### src/hw/rtl/lgfs_pkg.sv
package lgfs_pkg;

   localparam int MAX_DRIVERS         = 4;
   localparam int CHANNELS_PER_DRIVER = 24;
   localparam int STORE_DEPTH         = MAX_DRIVERS * CHANNELS_PER_DRIVER;
   localparam int ADDR_W              = $clog2(STORE_DEPTH);
   localparam int VALUE_W             = 12;
   localparam int COUNT_W             = 7;
   localparam int COUNT_RESET         = 96;
   // wide enough for a group base of target_index * 4 plus three
   localparam int PTR_W               = 9;

   localparam logic [2:0] CMD_WRITE_CH   = 3'd0;
   localparam logic [2:0] CMD_WRITE_RGB  = 3'd1;
   localparam logic [2:0] CMD_WRITE_RGBW = 3'd2;
   localparam logic [2:0] CMD_FILL       = 3'd3;
   localparam logic [2:0] CMD_CLEAR      = 3'd4;
   localparam logic [2:0] CMD_REFRESH    = 3'd5;

   localparam logic [2:0] PERIOD_MONO = 3'd1;
   localparam logic [2:0] PERIOD_RGB  = 3'd3;
   localparam logic [2:0] PERIOD_RGBW = 3'd4;

   typedef struct packed {
      logic [2:0]  command;
      logic [6:0]  target_index;
      logic [2:0]  pattern_period;
      logic [15:0] value_a;
      logic [15:0] value_b;
      logic [15:0] value_c;
      logic [15:0] value_d;
   } req_type;

   typedef struct packed {
      logic [23:0] serial_word;
      logic        last_word;
      logic        value_too_large;
   } rsp_type;

   // sequencer to store
   typedef struct packed {
      logic               we;
      logic [ADDR_W-1:0]  waddr;
      logic [VALUE_W-1:0] wdata;
      logic [ADDR_W-1:0]  raddr_hi;
      logic [ADDR_W-1:0]  raddr_lo;
   } store_req_type;

   // sequencer to output stage, aligned with store read data
   typedef struct packed {
      logic ack;
      logic flag;
      logic rd;
      logic last;
      logic use_hi;
      logic use_lo;
   } evt_type;

   // highest channel sent by a refresh: top channel of the last driver in use
   function automatic logic [PTR_W-1:0] refresh_top(input logic [COUNT_W-1:0] n);
      logic [PTR_W-1:0] top;
      top = PTR_W'(CHANNELS_PER_DRIVER - 1);
      for (int d = 1; d < MAX_DRIVERS; d++) begin
         if (int'(n) > d * CHANNELS_PER_DRIVER) begin
            top = PTR_W'((d + 1) * CHANNELS_PER_DRIVER - 1);
         end
      end
      return top;
   endfunction

endpackage

### src/hw/rtl/lgfs_store.sv
module lgfs_store
   import lgfs_pkg::*;
(
   input  logic               clock,
   input  logic               reset,
   input  store_req_type      req,
   output logic [VALUE_W-1:0] rd_hi,
   output logic [VALUE_W-1:0] rd_lo
);

   logic [VALUE_W-1:0] mem [STORE_DEPTH];
   logic [STORE_DEPTH-1:0] valid_ff;
   logic [VALUE_W-1:0] q_hi_ff;
   logic [VALUE_W-1:0] q_lo_ff;
   logic vld_hi_ff;
   logic vld_lo_ff;

   always_ff @(posedge clock) begin
      if (req.we) begin
         mem[req.waddr] <= req.wdata;
      end
      q_hi_ff <= mem[req.raddr_hi];
      q_lo_ff <= mem[req.raddr_lo];
   end

   // entries never written read as zero
   always_ff @(posedge clock) begin
      if (reset) begin
         valid_ff  <= '0;
         vld_hi_ff <= 1'b0;
         vld_lo_ff <= 1'b0;
      end else begin
         if (req.we) begin
            valid_ff[req.waddr] <= 1'b1;
         end
         vld_hi_ff <= valid_ff[req.raddr_hi];
         vld_lo_ff <= valid_ff[req.raddr_lo];
      end
   end

   assign rd_hi = vld_hi_ff ? q_hi_ff : '0;
   assign rd_lo = vld_lo_ff ? q_lo_ff : '0;

endmodule

### src/hw/rtl/lgfs_seq.sv
module lgfs_seq
   import lgfs_pkg::*;
(
   input  logic               clock,
   input  logic               reset,
   input  logic               start,
   input  req_type            req,
   input  logic [COUNT_W-1:0] count,
   output logic               busy,
   output store_req_type      st_req,
   output evt_type            evt
);

   localparam logic [1:0] ST_IDLE    = 2'd0;
   localparam logic [1:0] ST_WRITE   = 2'd1;
   localparam logic [1:0] ST_REFRESH = 2'd2;

   logic [1:0]         state_ff, state_in;
   logic [PTR_W-1:0]   ptr_ff, ptr_in;
   logic [COUNT_W-1:0] cnt_ff, cnt_in;
   logic [1:0]         phase_ff, phase_in;
   logic [2:0]         period_ff, period_in;
   logic [VALUE_W-1:0] vals_ff [4];
   logic [VALUE_W-1:0] vals_in [4];
   logic               flag_ff, flag_in;
   evt_type            evt_ff, evt_in;

   logic [COUNT_W-1:0] n_eff;
   logic [PTR_W-1:0]   n_ext;
   logic [PTR_W-1:0]   step;
   logic [PTR_W-1:0]   ptr_sum;
   logic [3:0]         big;
   logic               accept;
   logic               period_ok;
   logic               fill_flag;

   assign n_eff = (count > COUNT_W'(STORE_DEPTH)) ? COUNT_W'(STORE_DEPTH) : count;
   assign n_ext = {{(PTR_W-COUNT_W){1'b0}}, n_eff};

   assign busy   = (state_ff != ST_IDLE);
   assign accept = start && !busy;

   assign big[0] = |req.value_a[15:VALUE_W];
   assign big[1] = |req.value_b[15:VALUE_W];
   assign big[2] = |req.value_c[15:VALUE_W];
   assign big[3] = |req.value_d[15:VALUE_W];

   assign period_ok = (req.pattern_period == PERIOD_MONO) ||
                      (req.pattern_period == PERIOD_RGB) ||
                      (req.pattern_period == PERIOD_RGBW);

   always_comb begin
      case (req.pattern_period)
         PERIOD_MONO: fill_flag = big[0];
         PERIOD_RGB:  fill_flag = |big[2:0];
         PERIOD_RGBW: fill_flag = |big;
         default:     fill_flag = 1'b0;
      endcase
   end

   // the one shared adder: +1 while writing, -2 while refreshing
   assign step    = (state_ff == ST_REFRESH) ? {PTR_W{1'b1}} - PTR_W'(1) : PTR_W'(1);
   assign ptr_sum = ptr_ff + step;

   always_comb begin
      state_in  = state_ff;
      ptr_in    = ptr_ff;
      cnt_in    = cnt_ff;
      phase_in  = phase_ff;
      period_in = period_ff;
      flag_in   = flag_ff;
      for (int i = 0; i < 4; i++) begin
         vals_in[i] = vals_ff[i];
      end
      evt_in = '0;

      st_req          = '0;
      st_req.waddr    = ptr_ff[ADDR_W-1:0];
      st_req.wdata    = vals_ff[phase_ff];
      st_req.raddr_hi = ptr_ff[ADDR_W-1:0];
      st_req.raddr_lo = {ptr_ff[ADDR_W-1:1], 1'b0};

      case (state_ff)
         ST_IDLE: begin
            if (accept) begin
               phase_in   = '0;
               vals_in[0] = req.value_a[VALUE_W-1:0];
               vals_in[1] = req.value_b[VALUE_W-1:0];
               vals_in[2] = req.value_c[VALUE_W-1:0];
               vals_in[3] = req.value_d[VALUE_W-1:0];
               case (req.command)
                  CMD_WRITE_CH: begin
                     ptr_in    = {2'b00, req.target_index};
                     period_in = PERIOD_MONO;
                     cnt_in    = COUNT_W'(0);
                     flag_in   = big[0];
                     state_in  = ST_WRITE;
                  end
                  CMD_WRITE_RGB: begin
                     ptr_in    = {1'b0, req.target_index, 1'b0} + {2'b00, req.target_index};
                     period_in = PERIOD_RGB;
                     cnt_in    = COUNT_W'(2);
                     flag_in   = |big[2:0];
                     state_in  = ST_WRITE;
                  end
                  CMD_WRITE_RGBW: begin
                     ptr_in    = {req.target_index, 2'b00};
                     period_in = PERIOD_RGBW;
                     cnt_in    = COUNT_W'(3);
                     flag_in   = |big;
                     state_in  = ST_WRITE;
                  end
                  CMD_FILL, CMD_CLEAR: begin
                     if (req.command == CMD_CLEAR) begin
                        for (int i = 0; i < 4; i++) begin
                           vals_in[i] = '0;
                        end
                        period_in = PERIOD_MONO;
                        flag_in   = 1'b0;
                     end else begin
                        period_in = req.pattern_period;
                        flag_in   = fill_flag;
                     end
                     ptr_in = '0;
                     cnt_in = n_eff - COUNT_W'(1);
                     if ((req.command == CMD_FILL && !period_ok) || n_eff == '0) begin
                        // nothing to sweep: acknowledge at once
                        evt_in.ack  = 1'b1;
                        evt_in.flag = (req.command == CMD_FILL) && period_ok && fill_flag;
                     end else begin
                        state_in = ST_WRITE;
                     end
                  end
                  CMD_REFRESH: begin
                     ptr_in   = refresh_top(n_eff);
                     state_in = ST_REFRESH;
                  end
                  default: begin
                  end
               endcase
            end
         end
         ST_WRITE: begin
            st_req.we = (ptr_ff < n_ext);
            ptr_in    = ptr_sum;
            cnt_in    = cnt_ff - COUNT_W'(1);
            phase_in  = ({1'b0, phase_ff} == period_ff - 3'd1) ? 2'd0 : phase_ff + 2'd1;
            if (cnt_ff == '0) begin
               evt_in.ack  = 1'b1;
               evt_in.flag = flag_ff;
               state_in    = ST_IDLE;
            end
         end
         ST_REFRESH: begin
            evt_in.rd     = 1'b1;
            evt_in.use_hi = (ptr_ff < n_ext);
            evt_in.use_lo = (ptr_ff <= n_ext);
            ptr_in        = ptr_sum;
            if (ptr_ff == PTR_W'(1)) begin
               evt_in.last = 1'b1;
               state_in    = ST_IDLE;
            end
         end
         default: begin
            state_in = ST_IDLE;
         end
      endcase
   end

   always_ff @(posedge clock) begin
      if (reset) begin
         state_ff <= ST_IDLE;
         evt_ff   <= '0;
      end else begin
         state_ff <= state_in;
         evt_ff   <= evt_in;
      end
   end

   always_ff @(posedge clock) begin
      ptr_ff    <= ptr_in;
      cnt_ff    <= cnt_in;
      phase_ff  <= phase_in;
      period_ff <= period_in;
      flag_ff   <= flag_in;
      for (int i = 0; i < 4; i++) begin
         vals_ff[i] <= vals_in[i];
      end
   end

   assign evt = evt_ff;

`ifndef SYNTHESIS
   a_write_in_range: assert property (@(posedge clock) disable iff (reset)
      st_req.we |-> (state_ff == ST_WRITE) && ({1'b0, st_req.waddr} < {1'b0, n_eff}))
      else $error("store write outside channels in use");

   a_refresh_odd: assert property (@(posedge clock) disable iff (reset)
      (state_ff == ST_REFRESH) |-> ptr_ff[0])
      else $error("refresh upper channel is not odd");

   a_ack_alone: assert property (@(posedge clock) disable iff (reset)
      !(evt_ff.ack && evt_ff.rd))
      else $error("acknowledge collides with refresh word");

   a_last_ends: assert property (@(posedge clock) disable iff (reset)
      (evt_in.last && state_ff == ST_REFRESH) |=> (state_ff == ST_IDLE))
      else $error("refresh did not end after last word");
`endif

endmodule

### src/hw/rtl/led_grayscale_frame_serializer.sv
// Grayscale store and frame serializer for a chain of 24-channel LED drivers.
// A command is taken when start is high and busy is low; busy then stays high
// until the command's work is done. Write channel writes one channel, RGB
// group three, RGBW group four, fill and clear write the n channels in use,
// and refresh sends one 24-bit word per cycle from a dual read of the channel
// store. Each result passes the event register and then the output register
// and shows on rsp_strobe for exactly one cycle; the receiver cannot stall,
// so it must take every word as it comes. Commands 0 to 4 give one
// acknowledgement, refresh gives 12 words per driver with last_word on the
// latch word, codes 6 and 7 give nothing. The store reads as zero after reset
// with no clearing pass. Write csr_wdata only while the block is idle.
module led_grayscale_frame_serializer
   import lgfs_pkg::*;
(
   input  logic               clock,
   input  logic               reset,
   // command transfer
   input  logic               start,
   output logic               busy,
   input  req_type            req_data,
   // result transfer
   output logic               rsp_strobe,
   output rsp_type            rsp_data,
   // channel count register
   input  logic               csr_we,
   input  logic [COUNT_W-1:0] csr_wdata
);

   logic [COUNT_W-1:0] count_ff;
   store_req_type      st_req;
   evt_type            evt;
   logic [VALUE_W-1:0] rd_hi;
   logic [VALUE_W-1:0] rd_lo;
   logic               strobe_ff;
   rsp_type            rsp_ff, rsp_in;

   // channel count, reset to the full chain
   always_ff @(posedge clock) begin
      if (reset) begin
         count_ff <= COUNT_W'(COUNT_RESET);
      end else if (csr_we) begin
         count_ff <= csr_wdata;
      end
   end

   // sequencer: command decode, shared address adder, step counter
   lgfs_seq u_seq (
      .clock  (clock),
      .reset  (reset),
      .start  (start),
      .req    (req_data),
      .count  (count_ff),
      .busy   (busy),
      .st_req (st_req),
      .evt    (evt)
   );

   // channel store, one write and two registered reads per cycle
   lgfs_store u_store (
      .clock (clock),
      .reset (reset),
      .req   (st_req),
      .rd_hi (rd_hi),
      .rd_lo (rd_lo)
   );

   // output register: channels not in use go out as zero
   always_comb begin
      rsp_in = '0;
      if (evt.ack) begin
         rsp_in.last_word       = 1'b1;
         rsp_in.value_too_large = evt.flag;
      end else begin
         rsp_in.serial_word = {evt.use_hi ? rd_hi : {VALUE_W{1'b0}},
                               evt.use_lo ? rd_lo : {VALUE_W{1'b0}}};
         rsp_in.last_word   = evt.last;
      end
   end

   always_ff @(posedge clock) begin
      if (reset) begin
         strobe_ff <= 1'b0;
      end else begin
         strobe_ff <= evt.ack || evt.rd;
      end
   end

   always_ff @(posedge clock) begin
      rsp_ff <= rsp_in;
   end

   assign rsp_strobe = strobe_ff;
   assign rsp_data   = rsp_ff;

endmodule

### config.mk
export PLATFORM = sky130hd
export DESIGN_NAME = led_grayscale_frame_serializer
export DESIGN_NICKNAME = d
export VERILOG_FILES = /design/src/hw/rtl/lgfs_pkg.sv /design/src/hw/rtl/lgfs_store.sv /design/src/hw/rtl/lgfs_seq.sv /design/src/hw/rtl/led_grayscale_frame_serializer.sv
export SDC_FILE = /design/constraint.sdc
export NUM_CORES = 2
export LEC_CHECK = 0
export BUFFER_PORTS_ARGS = -buffer_cell sky130_fd_sc_hd__buf_4
export CORE_MARGIN = 5
export CORE_UTILIZATION = 35
export DETAILED_ROUTE_END_ITERATION = 16
export HOLD_SLACK_MARGIN = 0.15
export PLACE_DENSITY = 0.59
export SETUP_SLACK_MARGIN = 0.4
export SLEW_MARGIN = 20
export SYNTH_ARGS = -nofsm -noshare
export SYNTH_HDL_FRONTEND = slang
export SYNTH_SLANG_ARGS = --single-unit
### constraint.sdc
create_clock -name clock -period 3.73 [get_ports clock]
set_clock_uncertainty 0.05 [all_clocks]
set_input_delay 0.9325 -clock clock [delete_from_list [all_inputs] [get_ports clock]]
set_output_delay 0.9325 -clock clock [all_outputs]
set_load 0.1 [all_outputs]
==> impl_metrics.ini <==
[detailed_routing]
total_wirelength_mm = 203.4
dr_total_vias = 38307
viasPerCell = 6.000
antenna_left = 0
drc = 0
detail_route.wl_per_cell_um = 31.85
drt_iter0_markers = 6049
drtPass1Iterations = 10

[power]
internal_power_uw = 32240
switchingPower_uw = 17020
pwr-share-clk = 0.297
power.sequential.fraction = 0.388
p_comb_frac = 0.316
powerDensity_nw_per_um2 = 701.5
power_leakage_uw = 0.02290
vdd_drop_max_v = 0.0005348
swShare = 0.3456

[synth]
syn_nets = 3878
yosys_most_used_dff = sky130_fd_sc_hd__edfxtp_1
synth_largest_type_area_fraction = 0.6169
syn-mean-instance-area_um2 = 15.83
post_synth_instance_area_um2 = 59480
post-synth-top-count-cell = sky130_fd_sc_hd__edfxtp_1
synth-async-reset-ratio = 0
synth_top_area_cell = sky130_fd_sc_hd__edfxtp_1
yosys_register_bits = 1388
cell_variety_after_synth = 88
ys_top_cells_by_count = sky130_fd_sc_hd__edfxtp_1, sky130_fd_sc_hd__mux4_2, sky130_fd_sc_hd__nor2_1, sky130_fd_sc_hd__nand2_1, sky130_fd_sc_hd__mux2i_1
seq_area_frac_synth = 0.6728
netlist_top_cells_area = sky130_fd_sc_hd__edfxtp_1, sky130_fd_sc_hd__mux4_2, sky130_fd_sc_hd__dfxtp_1
synth-edff-count = 1222
syn_inst = 3758
yosysWarningCount = 0

[grt]
global_route_wire_length_before_repair_mm = 284.8
largest_net_degree_at_the_start_of_global_routing = 97
vias_in_the_first_global_route = 37190
grtUsageTotal = 0.2207
antenna_found_initial = 12
grt_overflow_total = 0

[sta]
timing.final.max_slew_violations = 0
grt_setup_unrepaired = yes
final.period_utilization = 0.9033
slew_headroom = 0.2946
endpoints_failing_setup = 0
worst_pin_slew_ns = 1.057
hold_violations = 0
timing.fmax_ghz = 0.2968
finalSetupTns_ns = 0
finalWorstPathRequiredPeriod_ns = 3.369

[die]
ioPinCount = 116
die_h_um = 422.3
floorplan.initialDensity = 0.3514
die-area_um2 = 178300
core-area_um2 = 169300
num_rows = 151
die-width_um = 422.3

[clock_network]
postCtsHoldBufs = 0
cts_root_buf = sky130_fd_sc_hd__clkbuf_16
cts_buffers = 145
clock_tree_from_tritoncts = built
cts_sinks = 1388
clk_latency_ns = 0.78
clock_tree.buffer_depth = 3
cts_max_level = 4
clk_pin_slew_worst_paths_ns = 0.06

[worst_hold_path]
hold_path.class = in2reg

[final_layout]
layoutNonFillerInstCount = 6385
fraction_of_layout_instances_using_a_drive_strength_above_1 = 0.2569
syn_to_final_growth_pct = 18.06
nNetsFinal = 4167
num-fill-cells = 15195

[critical_path]
max_stage_delay_ns = 0.62
crit_type = reg2reg
critPathLaunchType = register
timing.critical_path.slowest_stage_cell = sky130_fd_sc_hd__mux4_2
timing.critical_path.to_type = register
timing.critical_path.required_ns = 4.29
worstPathCellList = buf_12 > buf_12 > mux4_2 > a22o_1 > a21oi_1 > buf_4 > o21ai_0 > a21oi_1 > o21ai_0
critical_path_peak_fanout = 55
arrival_ns = 3.93

[place]
post_placement_cell_count = 6083
number_of_buffer_cells_added_on_primary_ports = 115
dp.final_hpwl_mm = 133.0
place_congestion = 0.9445

[flow_run]
maxcap_violations = 0

[status]
outcome = completed
per-stage QoR:
| stage | hold WS [ns] | total power [µW] | cell area, µm² | util | setup WS [ns] |
|---|---|---|---|---|---|
| floorplan | 0.3395 | 27410 | 60170 | - | 0.3738 |
| global placement | 0.3644 | 34200 | 64690 | 0.3822 | 0.2079 |
| detailed placement | 0.3644 | 34330 | 64790 | 0.3827 | 0.1941 |
| CTS | 0.2697 | 48910 | 69730 | 0.4119 | 0.3184 |
| global route | 0.2957 | 50410 | 70210 | 0.4148 | 0.3459 |
| finish | 0.3314 | 49260 | 70230 | 0.4149 | 0.3605 |
kinds of logic (layout without fill, tap and decap cells):
family	count (synthesis)	count (layout)	share of synthesized area
AOI/OAI and AO/OA	757	757	0.09202
xor gates and xnor gates	23	23	0.003386
adders and majority gates	32	32	0.006983
buffers and inverters	363	766	0.03208
DFF	1388	1388	0.6728
muxes	495	495	0.1392
other	0	6	0
and+or+nand+nor	700	700	0.05353
path summary, 6_finish.rpt:
| check | end | slack [ns] | cells past startpoint | startpoint |
|---|---|---|---|---|
| worst max-delay path | u_store.q_lo_ff[8] | 0.36 | 9 | u_seq.ptr_ff[1] |
| worst min-delay path | count_ff[5] | 0.33 | 3 | csr_wdata[5] |
| worst max register to register | u_store.q_lo_ff[8] | 0.36 | 9 | u_seq.ptr_ff[1] |
| worst min register to register | rsp_data[1] | 0.38 | 1 | u_seq.evt[2] |
power by group through the flow:
stage	Combinational, µW	Clock (µW)	Sequential [µW]
2_1_floorplan	8140	0	19300
3_3_place_gp	14800	0	19400
3_5_place_dp	14900	0	19400
4_1_cts	15000	14800	19100
5_1_grt	15900	15500	19100
6_report	15600	14600	19100
sequential cells by signal (all words and copies together) (netlist names), 2 cells and up, named ones only:
signal / cells
u_seq.evt: 6
u_store.valid_ff: 96
u_seq.ptr_ff: 9
u_store.q_hi_ff: 12
u_seq.period_ff: 3
u_seq.phase_ff: 2
u_store.mem: 1152
u_seq.cnt_ff: 7
u_seq.vals_ff: 48
u_store.q_lo_ff: 12
u_seq.state_ff: 2
count_ff: 7
rsp_data: 26
area by class of cell:
type | count | area (µm²) | share of cell area
clock inverter | 85 | 900.9 | 0.01283
sequential | 1388 | 40030 | 0.5699
timing repair buffer | 408 | 3944 | 0.05616
inverter | 97 | 369.1 | 0.005256
clock buffer | 176 | 3851 | 0.05484
antenna | 6 | 15.01 | 0.0002138
multi-input combinational | 2007 | 18350 | 0.2613
tap | 2218 | 2775 | 0.03952
per-layer routing:
layer  vias up  wire (µm)  global-route usage
li1      15688          -                   -
met1     19602      78100              0.2928
met2      2478      90620              0.3366
met3       533      22370             0.05840
met4         6      12220              0.1101
met5         -         46                   0
placed cells by master (no fill, tap or decap), types with 27 or more instances in the layout:
master                      Yosys  final
sky130_fd_sc_hd__a221oi_1     100    100
sky130_fd_sc_hd__and2_1        33     32
sky130_fd_sc_hd__edfxtp_1    1222   1222
sky130_fd_sc_hd__o22ai_1       39     39
sky130_fd_sc_hd__nor2_4         0     82
sky130_fd_sc_hd__buf_4         42    338
sky130_fd_sc_hd__buf_12         1     56
sky130_fd_sc_hd__a21oi_1      132    130
sky130_fd_sc_hd__mux4_2       246    234
sky130_fd_sc_hd__nor2_1       236    143
sky130_fd_sc_hd__clkinv_2       0     27
sky130_fd_sc_hd__o32ai_1       62     62
sky130_fd_sc_hd__clkbuf_16      0    153
sky130_fd_sc_hd__nand2_1      225    223
sky130_fd_sc_hd__dfxtp_1      166    164
sky130_fd_sc_hd__nor2b_1       74     70
sky130_fd_sc_hd__ha_1          30     29
sky130_fd_sc_hd__mux2i_1      172    171
sky130_fd_sc_hd__o2bb2ai_1     33     33
sky130_fd_sc_hd__inv_1         92     91
sky130_fd_sc_hd__a211oi_1      29     29
sky130_fd_sc_hd__nand3_1       37     34
sky130_fd_sc_hd__mux2_2        65     65
sky130_fd_sc_hd__a22oi_1       68     67
sky130_fd_sc_hd__o21ai_0      110    108
worst max-delay path, delay by kind of cell (launching register included):
family,cells,cell delay (ns)
AO/OA/AOI/OAI,5,1.23
buffers and inverters,3,0.83
flip-flops,1,0.40
multiplexers,1,0.62
what timing repair did:
| item | CTS | global route |
|---|---|---|
| resized for setup | 2 | 27 |
| pin swaps | 6 | 14 |
| gates cloned | 1 | 3 |
| endpoints found under the setup margin | 1052 | 1002 |
| setup buffers | 12 | 16 |
No activity file was read; power rests on OpenSTA's default activity.
